--- src/hdl/kvt_pkg.sv ---
// Shared types and constants for the key-value table with linear search.
`timescale 1ns / 1ps
package kvt_pkg;

  localparam int unsigned KEY_W  = 32;
  localparam int unsigned VAL_W  = 32;
  localparam int unsigned SLOT_W = 6;

  localparam logic CMD_SET  = 1'b0;
  localparam logic CMD_VIEW = 1'b1;

  typedef enum logic [2:0] {
    STAT_UPDATED   = 3'd0,
    STAT_INSERTED  = 3'd1,
    STAT_FOUND     = 3'd2,
    STAT_NOT_FOUND = 3'd3,
    STAT_FULL      = 3'd4,
    STAT_INVALID   = 3'd5
  } kvt_status_e;

  typedef enum logic [1:0] {
    KVT_IDLE,
    KVT_SEARCH,
    KVT_RESULT
  } kvt_state_e;

  // Write enables from the sequencer to the two memories.
  typedef struct packed {
    logic key_we;
    logic val_we;
  } kvt_wr_t;

  // Result handed from the sequencer to the output register.
  typedef struct packed {
    kvt_status_e       status;
    logic [VAL_W-1:0]  value;
    logic [SLOT_W-1:0] slot;
  } kvt_res_t;

endpackage

--- src/hdl/kvt_store.sv ---
// Key and value memories: one synchronous read port and one write port each.
`timescale 1ns / 1ps
module kvt_store #(
  parameter int unsigned CAPACITY = 64,
  parameter int unsigned AW       = 6
) (
  input  logic                   clk_i,
  input  logic                   rd_en_i,
  input  logic [AW-1:0]          rd_addr_i,
  input  kvt_pkg::kvt_wr_t       wr_i,
  input  logic [AW-1:0]          wr_addr_i,
  input  logic [kvt_pkg::KEY_W-1:0] wr_key_i,
  input  logic [kvt_pkg::VAL_W-1:0] wr_val_i,
  output logic [kvt_pkg::KEY_W-1:0] key_rdata_o,
  output logic [kvt_pkg::VAL_W-1:0] val_rdata_o
);
  import kvt_pkg::*;

  logic [KEY_W-1:0] key_mem [CAPACITY];
  logic [VAL_W-1:0] val_mem [CAPACITY];

  always_ff @(posedge clk_i) begin
    if (wr_i.key_we) begin
      key_mem[wr_addr_i] <= wr_key_i;
    end
    if (rd_en_i) begin
      key_rdata_o <= key_mem[rd_addr_i];
    end
  end

  always_ff @(posedge clk_i) begin
    if (wr_i.val_we) begin
      val_mem[wr_addr_i] <= wr_val_i;
    end
    if (rd_en_i) begin
      val_rdata_o <= val_mem[rd_addr_i];
    end
  end

endmodule

--- src/hdl/kvt_search.sv ---
// Search sequencer: scans the stored keys one per cycle and decides each command.
`timescale 1ns / 1ps
module kvt_search #(
  parameter int unsigned CAPACITY = 64,
  parameter int unsigned AW       = 6,
  parameter int unsigned CW       = 7
) (
  input  logic                      clk_i,
  input  logic                      rst_ni,
  // Command side.
  input  logic                      cmd_valid_i,
  output logic                      cmd_ready_o,
  input  logic                      cmd_i,
  input  logic [kvt_pkg::KEY_W-1:0] key_i,
  input  logic [kvt_pkg::VAL_W-1:0] val_i,
  // Memory side.
  output logic                      rd_en_o,
  output logic [AW-1:0]             rd_addr_o,
  output kvt_pkg::kvt_wr_t          wr_o,
  output logic [AW-1:0]             wr_addr_o,
  output logic [kvt_pkg::KEY_W-1:0] wr_key_o,
  output logic [kvt_pkg::VAL_W-1:0] wr_val_o,
  input  logic [kvt_pkg::KEY_W-1:0] key_rdata_i,
  input  logic [kvt_pkg::VAL_W-1:0] val_rdata_i,
  // Result side.
  output logic                      res_valid_o,
  input  logic                      res_ready_i,
  output kvt_pkg::kvt_res_t         res_o
);
  import kvt_pkg::*;

  kvt_state_e       state_q, state_d;
  logic [CW-1:0]    count_q, count_d;
  logic [CW-1:0]    issue_q, issue_d;
  logic             pend_q, pend_d;
  logic [AW-1:0]    pend_idx_q, pend_idx_d;
  logic             cmd_q, cmd_d;
  logic [KEY_W-1:0] key_q, key_d;
  logic [VAL_W-1:0] val_q, val_d;
  kvt_res_t         res_q, res_d;

  logic accept;
  logic key_ok;
  logic hit;
  logic miss;
  logic full;

  assign cmd_ready_o = (state_q == KVT_IDLE);
  assign res_valid_o = (state_q == KVT_RESULT);

  assign accept = cmd_valid_i && cmd_ready_o;
  assign key_ok = (key_i != '0) && !key_i[KEY_W-1];
  assign hit    = (state_q == KVT_SEARCH) && pend_q && (key_rdata_i == key_q);
  assign miss   = (state_q == KVT_SEARCH) && !pend_q && (issue_q == count_q);
  assign full   = (count_q == CW'(CAPACITY));

  // Next state.
  always_comb begin
    state_d = state_q;
    case (state_q)
      KVT_IDLE: begin
        if (accept) begin
          state_d = key_ok ? KVT_SEARCH : KVT_RESULT;
        end
      end
      KVT_SEARCH: begin
        if (hit || miss) begin
          state_d = KVT_RESULT;
        end
      end
      KVT_RESULT: begin
        if (res_ready_i) begin
          state_d = KVT_IDLE;
        end
      end
      default: state_d = KVT_IDLE;
    endcase
  end

  // Datapath and memory control.
  always_comb begin
    count_d    = count_q;
    issue_d    = issue_q;
    pend_d     = 1'b0;
    pend_idx_d = pend_idx_q;
    cmd_d      = cmd_q;
    key_d      = key_q;
    val_d      = val_q;
    res_d      = res_q;
    rd_en_o    = 1'b0;
    wr_o       = '0;
    wr_addr_o  = count_q[AW-1:0];

    case (state_q)
      KVT_IDLE: begin
        issue_d = '0;
        if (accept) begin
          cmd_d = cmd_i;
          key_d = key_i;
          val_d = val_i;
          res_d = '{status: STAT_INVALID, value: '0, slot: '0};
        end
      end
      KVT_SEARCH: begin
        if (hit) begin
          wr_addr_o = pend_idx_q;
          if (cmd_q == CMD_VIEW) begin
            res_d = '{status: STAT_FOUND, value: val_rdata_i, slot: SLOT_W'(pend_idx_q)};
          end else begin
            wr_o.val_we = 1'b1;
            res_d = '{status: STAT_UPDATED, value: val_q, slot: SLOT_W'(pend_idx_q)};
          end
        end else if (miss) begin
          if (cmd_q == CMD_VIEW) begin
            res_d = '{status: STAT_NOT_FOUND, value: '0, slot: '0};
          end else if (full) begin
            res_d = '{status: STAT_FULL, value: '0, slot: '0};
          end else begin
            wr_o    = '{key_we: 1'b1, val_we: 1'b1};
            count_d = count_q + CW'(1);
            res_d   = '{status: STAT_INSERTED, value: val_q, slot: SLOT_W'(count_q[AW-1:0])};
          end
        end else if (issue_q < count_q) begin
          // Keep one read in flight: issue the next slot while comparing this one.
          rd_en_o    = 1'b1;
          pend_d     = 1'b1;
          pend_idx_d = issue_q[AW-1:0];
          issue_d    = issue_q + CW'(1);
        end
      end
      KVT_RESULT: begin
      end
      default: begin
      end
    endcase
  end

  assign rd_addr_o = issue_q[AW-1:0];
  assign wr_key_o  = key_q;
  assign wr_val_o  = val_q;
  assign res_o     = res_q;

  always_ff @(posedge clk_i or negedge rst_ni) begin
    if (!rst_ni) begin
      state_q <= KVT_IDLE;
      count_q <= '0;
      issue_q <= '0;
      pend_q  <= 1'b0;
    end else begin
      state_q <= state_d;
      count_q <= count_d;
      issue_q <= issue_d;
      pend_q  <= pend_d;
    end
  end

  always_ff @(posedge clk_i) begin
    pend_idx_q <= pend_idx_d;
    cmd_q      <= cmd_d;
    key_q      <= key_d;
    val_q      <= val_d;
    res_q      <= res_d;
  end

  a_count_bound: assert property (@(posedge clk_i) disable iff (!rst_ni)
    count_q <= CW'(CAPACITY))
    else $error("entry count beyond capacity");

  a_insert_counts: assert property (@(posedge clk_i) disable iff (!rst_ni)
    wr_o.key_we |=> count_q == $past(count_q) + CW'(1))
    else $error("key written without a new entry");

  a_read_in_range: assert property (@(posedge clk_i) disable iff (!rst_ni)
    pend_q |-> ({1'b0, pend_idx_q} < {1'b0, count_q}))
    else $error("compared a slot that holds no entry");

  a_no_read_on_write: assert property (@(posedge clk_i) disable iff (!rst_ni)
    (wr_o.key_we || wr_o.val_we) |-> !rd_en_o && (state_q == KVT_SEARCH))
    else $error("memory write outside the decision cycle");

endmodule

--- src/hdl/key_value_table_linear_search.sv ---
// Top level of the key-value table with linear search.
`timescale 1ns / 1ps
// Key-value table searched linearly from slot 0.
// Slave channel: one word per command. tuser carries the command (0 set, 1 view);
// tdata carries the key in bits 31:0 and the value in bits 63:32, both signed.
// Master channel: one word per command. tuser carries the status (0 updated,
// 1 inserted, 2 found, 3 not found, 4 table full, 5 invalid key); tdata carries
// the value in bits 31:0 and the slot in bits 37:32, upper bits zero.
// A key below 1 is answered as invalid and leaves the table untouched; a set of
// a new key into a full table is answered as full and stores nothing.
// A command whose key is found in slot s answers once slots 0 to s have been read;
// a miss answers once every stored entry has been compared, and a command on an
// empty table answers without reading the memories. The sequencer is ready for the
// next command in the cycle after it hands over a result. The scan is paced by the
// key memory, which delivers one stored key per cycle. An invalid key goes straight
// to the result without a search. One command at a time.
// The result sits in an output register; a new command is taken while it waits,
// and if the receiver stalls the sequencer holds the next result until the
// register frees up. Reset empties the table at once (the entry count clears),
// with no clearing pass; the memories themselves are not cleared.
module key_value_table_linear_search #(
  parameter int unsigned CAPACITY = 64
) (
  input  logic        clk_i,
  input  logic        rst_ni,
  input  logic        s_axis_tvalid,
  output logic        s_axis_tready,
  input  logic [63:0] s_axis_tdata,   // key [31:0], value [63:32]
  input  logic [0:0]  s_axis_tuser,   // command [0]
  output logic        m_axis_tvalid,
  input  logic        m_axis_tready,
  output logic [39:0] m_axis_tdata,   // value_out [31:0], slot [37:32], zero [39:38]
  output logic [2:0]  m_axis_tuser    // status [2:0]
);
  import kvt_pkg::*;

  // Address width of the memories, and width of a count that can reach CAPACITY.
  localparam int unsigned AW = (CAPACITY > 1) ? $clog2(CAPACITY) : 1;
  localparam int unsigned CW = $clog2(CAPACITY + 1);

  logic             rd_en;
  logic [AW-1:0]    rd_addr;
  kvt_wr_t          wr;
  logic [AW-1:0]    wr_addr;
  logic [KEY_W-1:0] wr_key;
  logic [VAL_W-1:0] wr_val;
  logic [KEY_W-1:0] key_rdata;
  logic [VAL_W-1:0] val_rdata;

  logic     res_valid;
  logic     res_ready;
  kvt_res_t res;

  // Output register, the only buffer between the sequencer and the receiver.
  logic     out_valid_q, out_valid_d;
  kvt_res_t out_q, out_d;

  kvt_store #(
    .CAPACITY (CAPACITY),
    .AW       (AW)
  ) u_store (
    .clk_i       (clk_i),
    .rd_en_i     (rd_en),
    .rd_addr_i   (rd_addr),
    .wr_i        (wr),
    .wr_addr_i   (wr_addr),
    .wr_key_i    (wr_key),
    .wr_val_i    (wr_val),
    .key_rdata_o (key_rdata),
    .val_rdata_o (val_rdata)
  );

  kvt_search #(
    .CAPACITY (CAPACITY),
    .AW       (AW),
    .CW       (CW)
  ) u_search (
    .clk_i       (clk_i),
    .rst_ni      (rst_ni),
    .cmd_valid_i (s_axis_tvalid),
    .cmd_ready_o (s_axis_tready),
    .cmd_i       (s_axis_tuser[0]),
    .key_i       (s_axis_tdata[31:0]),
    .val_i       (s_axis_tdata[63:32]),
    .rd_en_o     (rd_en),
    .rd_addr_o   (rd_addr),
    .wr_o        (wr),
    .wr_addr_o   (wr_addr),
    .wr_key_o    (wr_key),
    .wr_val_o    (wr_val),
    .key_rdata_i (key_rdata),
    .val_rdata_i (val_rdata),
    .res_valid_o (res_valid),
    .res_ready_i (res_ready),
    .res_o       (res)
  );

  // The register accepts a new result when empty or when its word leaves now.
  assign res_ready = !out_valid_q || m_axis_tready;

  always_comb begin
    out_valid_d = out_valid_q;
    out_d       = out_q;
    if (res_valid && res_ready) begin
      out_valid_d = 1'b1;
      out_d       = res;
    end else if (m_axis_tready) begin
      out_valid_d = 1'b0;
    end
  end

  always_ff @(posedge clk_i or negedge rst_ni) begin
    if (!rst_ni) begin
      out_valid_q <= 1'b0;
    end else begin
      out_valid_q <= out_valid_d;
    end
  end

  always_ff @(posedge clk_i) begin
    out_q <= out_d;
  end

  assign m_axis_tvalid = out_valid_q;
  assign m_axis_tuser  = out_q.status;
  assign m_axis_tdata  = {2'b00, out_q.slot, out_q.value};

  a_no_result_lost: assert property (@(posedge clk_i) disable iff (!rst_ni)
    (out_valid_q && !m_axis_tready) |=> out_valid_q && $stable(out_q))
    else $error("stalled result word overwritten");

  a_result_consumed: assert property (@(posedge clk_i) disable iff (!rst_ni)
    (res_valid && res_ready) |=> out_valid_q && (out_q == $past(res)))
    else $error("sequencer result not captured");

  a_one_at_a_time: assert property (@(posedge clk_i) disable iff (!rst_ni)
    (s_axis_tvalid && s_axis_tready) |=> !s_axis_tready)
    else $error("second command taken while one is in progress");

endmodule
--- config.mk ---
export PLATFORM = sky130hd
export DESIGN_NAME = key_value_table_linear_search
export DESIGN_NICKNAME = d
export VERILOG_FILES = /design/src/hdl/kvt_pkg.sv /design/src/hdl/kvt_store.sv /design/src/hdl/kvt_search.sv /design/src/hdl/key_value_table_linear_search.sv
export SDC_FILE = /design/constraint.sdc
export NUM_CORES = 2
export LEC_CHECK = 0
export BUFFER_PORTS_ARGS = -buffer_cell sky130_fd_sc_hd__buf_2
export CAP_MARGIN = 20
export CORE_MARGIN = 2
export CORE_UTILIZATION = 32
export DETAILED_ROUTE_END_ITERATION = 10
export HOLD_SLACK_MARGIN = 0.06
export PLACE_DENSITY = 0.46
export SLEW_MARGIN = 20
export SYNTH_ARGS = -nofsm -noshare
export SYNTH_HDL_FRONTEND = slang
export SYNTH_HIERARCHICAL = 1
export SYNTH_SLANG_ARGS = --single-unit
--- constraint.sdc ---
create_clock -name clk_i -period 7.4 [get_ports clk_i]
set_clock_uncertainty 0.05 [all_clocks]
set_input_delay 0.37 -clock clk_i [delete_from_list [all_inputs] [get_ports clk_i]]
set_output_delay 0.37 -clock clk_i [all_outputs]
set_load 0.02 [all_outputs]
==> impl_metrics.prom <==
# TYPE chip_impl_metric gauge
chip_impl_info{name="synth_ff_type",value="edfxtp_1"} 1
chip_impl_metric{name="ctsHtreeMaxLevel",unit=""} 5
chip_impl_metric{name="number_of_buffers_created_by_cts",unit=""} 443
chip_impl_metric{name="switching_share",unit="%"} 25.0
chip_impl_metric{name="final_cells",unit=""} 14800
chip_impl_metric{name="core.rowCount",unit=""} 262
chip_impl_metric{name="synth_seq_cells",unit=""} 4331
chip_impl_metric{name="antenna_found_initial",unit=""} 38
chip_impl_metric{name="synthesis.yosys.warnings",unit=""} 6
chip_impl_metric{name="layout-drive-gt1-share",unit="%"} 28.1
chip_impl_info{name="yosys-top-cells-count",value="edfxtp_1, mux4_2, a22oi_1"} 1
chip_impl_metric{name="clkPwrFrac",unit="%"} 38.0
chip_impl_metric{name="first_global_vias",unit=""} 79400
chip_impl_metric{name="layout_worst_path_cycle_share",unit="%"} 82.0
chip_impl_metric{name="core-area",unit="mm²"} 0.509
chip_impl_info{name="synth_largest_area_cell",value="edfxtp_1"} 1
chip_impl_info{name="ctsRootBufferMaster",value="clkbuf_16"} 1
chip_impl_metric{name="internal-power",unit="mW"} 42.7
chip_impl_info{name="crit_path_cell_trace",value="and2b_1, nand3_1, or4_4, nor3_4, o21ai_0, buf_4, or3b_2, inv_1, nand2_1, nor2_4, buf_4"} 1
chip_impl_info{name="cts_tree",value="yes"} 1
chip_impl_metric{name="power.ir.vdd_worst",unit="V"} 0.000211
chip_impl_info{name="yosysMostFrequentCell",value="edfxtp_1"} 1
chip_impl_metric{name="place_inst",unit=""} 13900
chip_impl_metric{name="synth.distinct_cells",unit=""} 55
chip_impl_metric{name="clk_transition_reported_paths",unit="ns"} 0.06
chip_impl_metric{name="dieWidth",unit="µm"} 719
chip_impl_metric{name="timing.final.hold_violations",unit=""} 0
chip_impl_metric{name="drt-vias-per-instance",unit=""} 5.34
chip_impl_metric{name="postSynth.asyncResetShare",unit="%"} 0.416
chip_impl_metric{name="num_vias",unit=""} 79100
chip_impl_metric{name="io-pin-count",unit=""} 114
chip_impl_info{name="rsz0062_at_grt",value="no"} 1
chip_impl_metric{name="timing_max_transition_violations_final",unit=""} 0
chip_impl_metric{name="share_seq_of_total_power",unit="%"} 50.9
chip_impl_metric{name="clkSinkCount",unit=""} 4331
chip_impl_metric{name="cts.hold.buffers_added",unit=""} 104
chip_impl_metric{name="post_cts_resize_count",unit=""} 0
chip_impl_metric{name="die_h",unit="µm"} 719
chip_impl_metric{name="post_drt_wl_per_cell",unit="µm"} 33.5
chip_impl_metric{name="floorplan.die_area",unit="mm²"} 0.517
chip_impl_metric{name="yosys.area.top_type_share",unit="%"} 79.2
chip_impl_metric{name="p_leak",unit="nW"} 56.7
chip_impl_metric{name="critical_path_required",unit="ns"} 8.02
chip_impl_metric{name="fillerInstances",unit=""} 45800
chip_impl_info{name="worst_path_max_delay_cell",value="nor2_4"} 1
chip_impl_metric{name="critPathBufInv",unit=""} 3
chip_impl_metric{name="final_nets",unit=""} 7767
chip_impl_metric{name="max-cap-violations",unit=""} 0
chip_impl_metric{name="detail_route.first_pass.iterations",unit=""} 6
chip_impl_metric{name="postSynthAreaPerCell",unit="µm²"} 23.1
chip_impl_metric{name="post_cts_repair_timing_setup_buffer_count",unit=""} 0
chip_impl_metric{name="port_buffers",unit=""} 111
chip_impl_metric{name="syn_area",unit="mm²"} 0.164
chip_impl_metric{name="global_route_wire_length_before_repair",unit="µm"} 677000
chip_impl_metric{name="post-route-worst-setup-slack",unit="ns"} 1.33
chip_impl_metric{name="crit_fanout",unit=""} 18
chip_impl_metric{name="synth_enable_flop_cells",unit=""} 4313
chip_impl_metric{name="power.density_cell_area",unit="mW/mm²"} 298
chip_impl_metric{name="dp_slack",unit="ns"} 1.46
chip_impl_info{name="cp-start-kind",value="register"} 1
chip_impl_metric{name="largest_net_degree_at_the_start_of_global_routing",unit=""} 118
chip_impl_info{name="outcome",value="completed"} 1
chip_impl_metric{name="route.final.wire_length",unit="µm"} 497000
chip_impl_info{name="timing.setup.critical_path_class",value="register to register"} 1
chip_impl_metric{name="routabilityCongestion",unit=""} 0.840
chip_impl_metric{name="fin_util",unit="%"} 37.5
chip_impl_metric{name="power.switching",unit="mW"} 14.3
chip_impl_info{name="timing.critical_path.max_delay_family",value="simple AND/OR/NAND/NOR gates"} 1
chip_impl_info{name="critical_path_s_most_frequent_cell",value="buf_4"} 1
chip_impl_info{name="timing.hold.worst.class",value="input pin to register"} 1
chip_impl_metric{name="critPathMaxStageDelay",unit="ns"} 0.78
chip_impl_metric{name="setup_viol_count_final",unit=""} 0
chip_impl_info{name="cp-end-kind",value="register"} 1
chip_impl_metric{name="clock_insertion_delay_worst_skew",unit="ns"} 1.02
chip_impl_metric{name="initialDrtViolationCount",unit=""} 9480
chip_impl_info{name="netlist_top_cells_area",value="edfxtp_1, mux4_2, a22oi_1"} 1
chip_impl_metric{name="timing.slew.headroom",unit="%"} 21.9
chip_impl_metric{name="post-route-min-period",unit="ns"} 6.07
chip_impl_metric{name="syn_inst",unit=""} 7094
chip_impl_metric{name="setup_total_negative_slack",unit="ns"} 0
chip_impl_metric{name="worstMarginPinSlew",unit="ns"} 1.17
chip_impl_metric{name="power.share.combinational",unit="%"} 11.1
chip_impl_metric{name="drcViolationCount",unit=""} 0
chip_impl_metric{name="arrival_worst_endpoint",unit="ns"} 6.68
chip_impl_metric{name="gr-usage-all-layers",unit="%"} 18.8
chip_impl_metric{name="start_util",unit="%"} 32.1
chip_impl_metric{name="finalPower",unit="mW"} 56.9
chip_impl_metric{name="count_of_antenna_violating_nets_left_after_detailed_routing",unit=""} 0
chip_impl_metric{name="top_achievable_clock_speed",unit="GHz"} 0.165
chip_impl_metric{name="syn2layout_area_growth",unit="%"} 16.7
chip_impl_metric{name="cts_buffer_depth",unit=""} 4
chip_impl_metric{name="grt.overflow.total",unit=""} 0
chip_impl_metric{name="place.detailed.hpwl",unit="µm"} 303000
chip_impl_metric{name="synth_seq_area_share",unit="%"} 79.4
## kinds of logic (layout without fill, tap and decap cells)
family / after synthesis / in the layout / share of synthesized area [%]
DFF: 4331 / 4331 / 79.4
muxes: 1093 / 1093 / 14.5
buffers and inverters: 443 / 1413 / 1.25
xor gates and xnor gates: 38 / 38 / 0.203
other: 1 / 17 / 0.00229
adders and majority gates: 10 / 10 / 0.0765
and+or+nand+nor: 525 / 525 / 1.55
AOI/OAI and AO/OA: 653 / 653 / 2.98
## layout by cell type, fill, tap and decap left out, types with 22 or more instances in the layout
| master | count |
|---|---|
| clkinv_2 | 91 |
| nand3_1 | 138 |
| buf_4 | 249 |
| inv_1 | 27 |
| a22oi_1 | 256 |
| mux2i_1 | 70 |
| nand3b_1 | 41 |
| o221ai_1 | 96 |
| bufinv_16 | 29 |
| a211oi_1 | 28 |
| nor2_4 | 134 |
| clkbuf_1 | 100 |
| buf_2 | 111 |
| clkbuf_16 | 453 |
| nand2_1 | 63 |
| nor2_1 | 72 |
| mux4_2 | 1022 |
| buf_16 | 45 |
| o22ai_1 | 94 |
| a21oi_1 | 72 |
| buf_12 | 54 |
| xnor2_1 | 22 |
| edfxtp_1 | 4313 |
| clkinv_1 | 116 |
| dlygate4sd3_1 | 104 |
| o211a_1 | 64 |
## state kept, by name, indices dropped and copies added (netlist names), 2 cells and up
signal / flops
u_store/key_mem: 2048
u_store/val_mem: 2048
u_search/res_o: 41
m_axis_tdata: 38
u_search/wr_key_o: 32
u_search/wr_val_o: 32
u_store/key_rdata_o: 32
u_store/val_rdata_o: 32
u_search/count_q: 7
u_search/issue_q: 7
u_search/pend_idx_q: 6
m_axis_tuser: 3
u_search/state_q: 2
## stage by stage
step / hold slack [ns] / cell area [µm²]
floorplan: 0.0244 / 164000
global placement: 0.318 / 174000
detailed placement: 0.307 / 176000
CTS: 0.0755 / 191000
global route: 0.138 / 191000
finish: 0.187 / 191000
## power groups by stage
| stage | sequential [mW] | combinational, mW | clock [mW] |
|---|---|---|---|
| global placement | 29.5 | 6.32 | 0 |
| CTS | 29.0 | 6.47 | 22.1 |
| detailed placement | 29.5 | 6.42 | 0 |
| floorplan | 30.0 | 2.65 | 0 |
| global route | 29.0 | 6.67 | 23.1 |
| finish | 29.0 | 6.32 | 21.7 |
## layout make-up
type / instances / area [µm²] / share of cell area, %
tap: 6732 / 8420 / 4.41
inverter: 28 / 106 / 0.0557
clock inverter: 269 / 2150 / 1.12
timing repair buffer: 563 / 5790 / 3.03
clock buffer: 553 / 11700 / 6.14
antenna: 15 / 37.5 / 0.0197
sequential: 4331 / 130000 / 68.1
multi-input combinational: 2321 / 32700 / 17.1
## path summary, 6_finish.rpt
check                      slack (ns)  cells past startpoint                 endpoint           startpoint
setup reg to reg                 1.33                     11  u_store/key_mem[13][12]  u_search/state_q[0]
hold reg to reg                  0.38                      0         m_axis_tdata[10]   u_search/res_o[16]
setup / recovery                 1.33                     11  u_store/key_mem[13][12]  u_search/state_q[0]
min in group asynchronous        0.77                      3      u_search/count_q[6]               rst_ni
hold / removal                   0.19                      2     u_search/wr_key_o[8]      s_axis_tdata[8]
max in group asynchronous        5.84                      3      u_search/issue_q[0]               rst_ni
## layer usage
layer  GRT usage [%]  vias to the layer above  wire length (µm)
met5               0                        -                 0
met4            5.09                        0             14600
li1                -                    31800                 -
met3            2.91                      560             32600
met1            25.9                    43800            207000
met2            31.0                     2962            243000
## worst reg2reg max path, stage by stage, from the launching register on
cell	delay (ns)
dfrtp_1	0.64
and2b_1	0.25
nand3_1	0.19
or4_4	0.57
nor3_4	0.61
o21ai_0	0.39
buf_4	0.26
or3b_2	0.74
inv_1	0.16
nand2_1	0.63
nor2_4	0.81
buf_4	0.41
(Power assumes the default switching activity.)
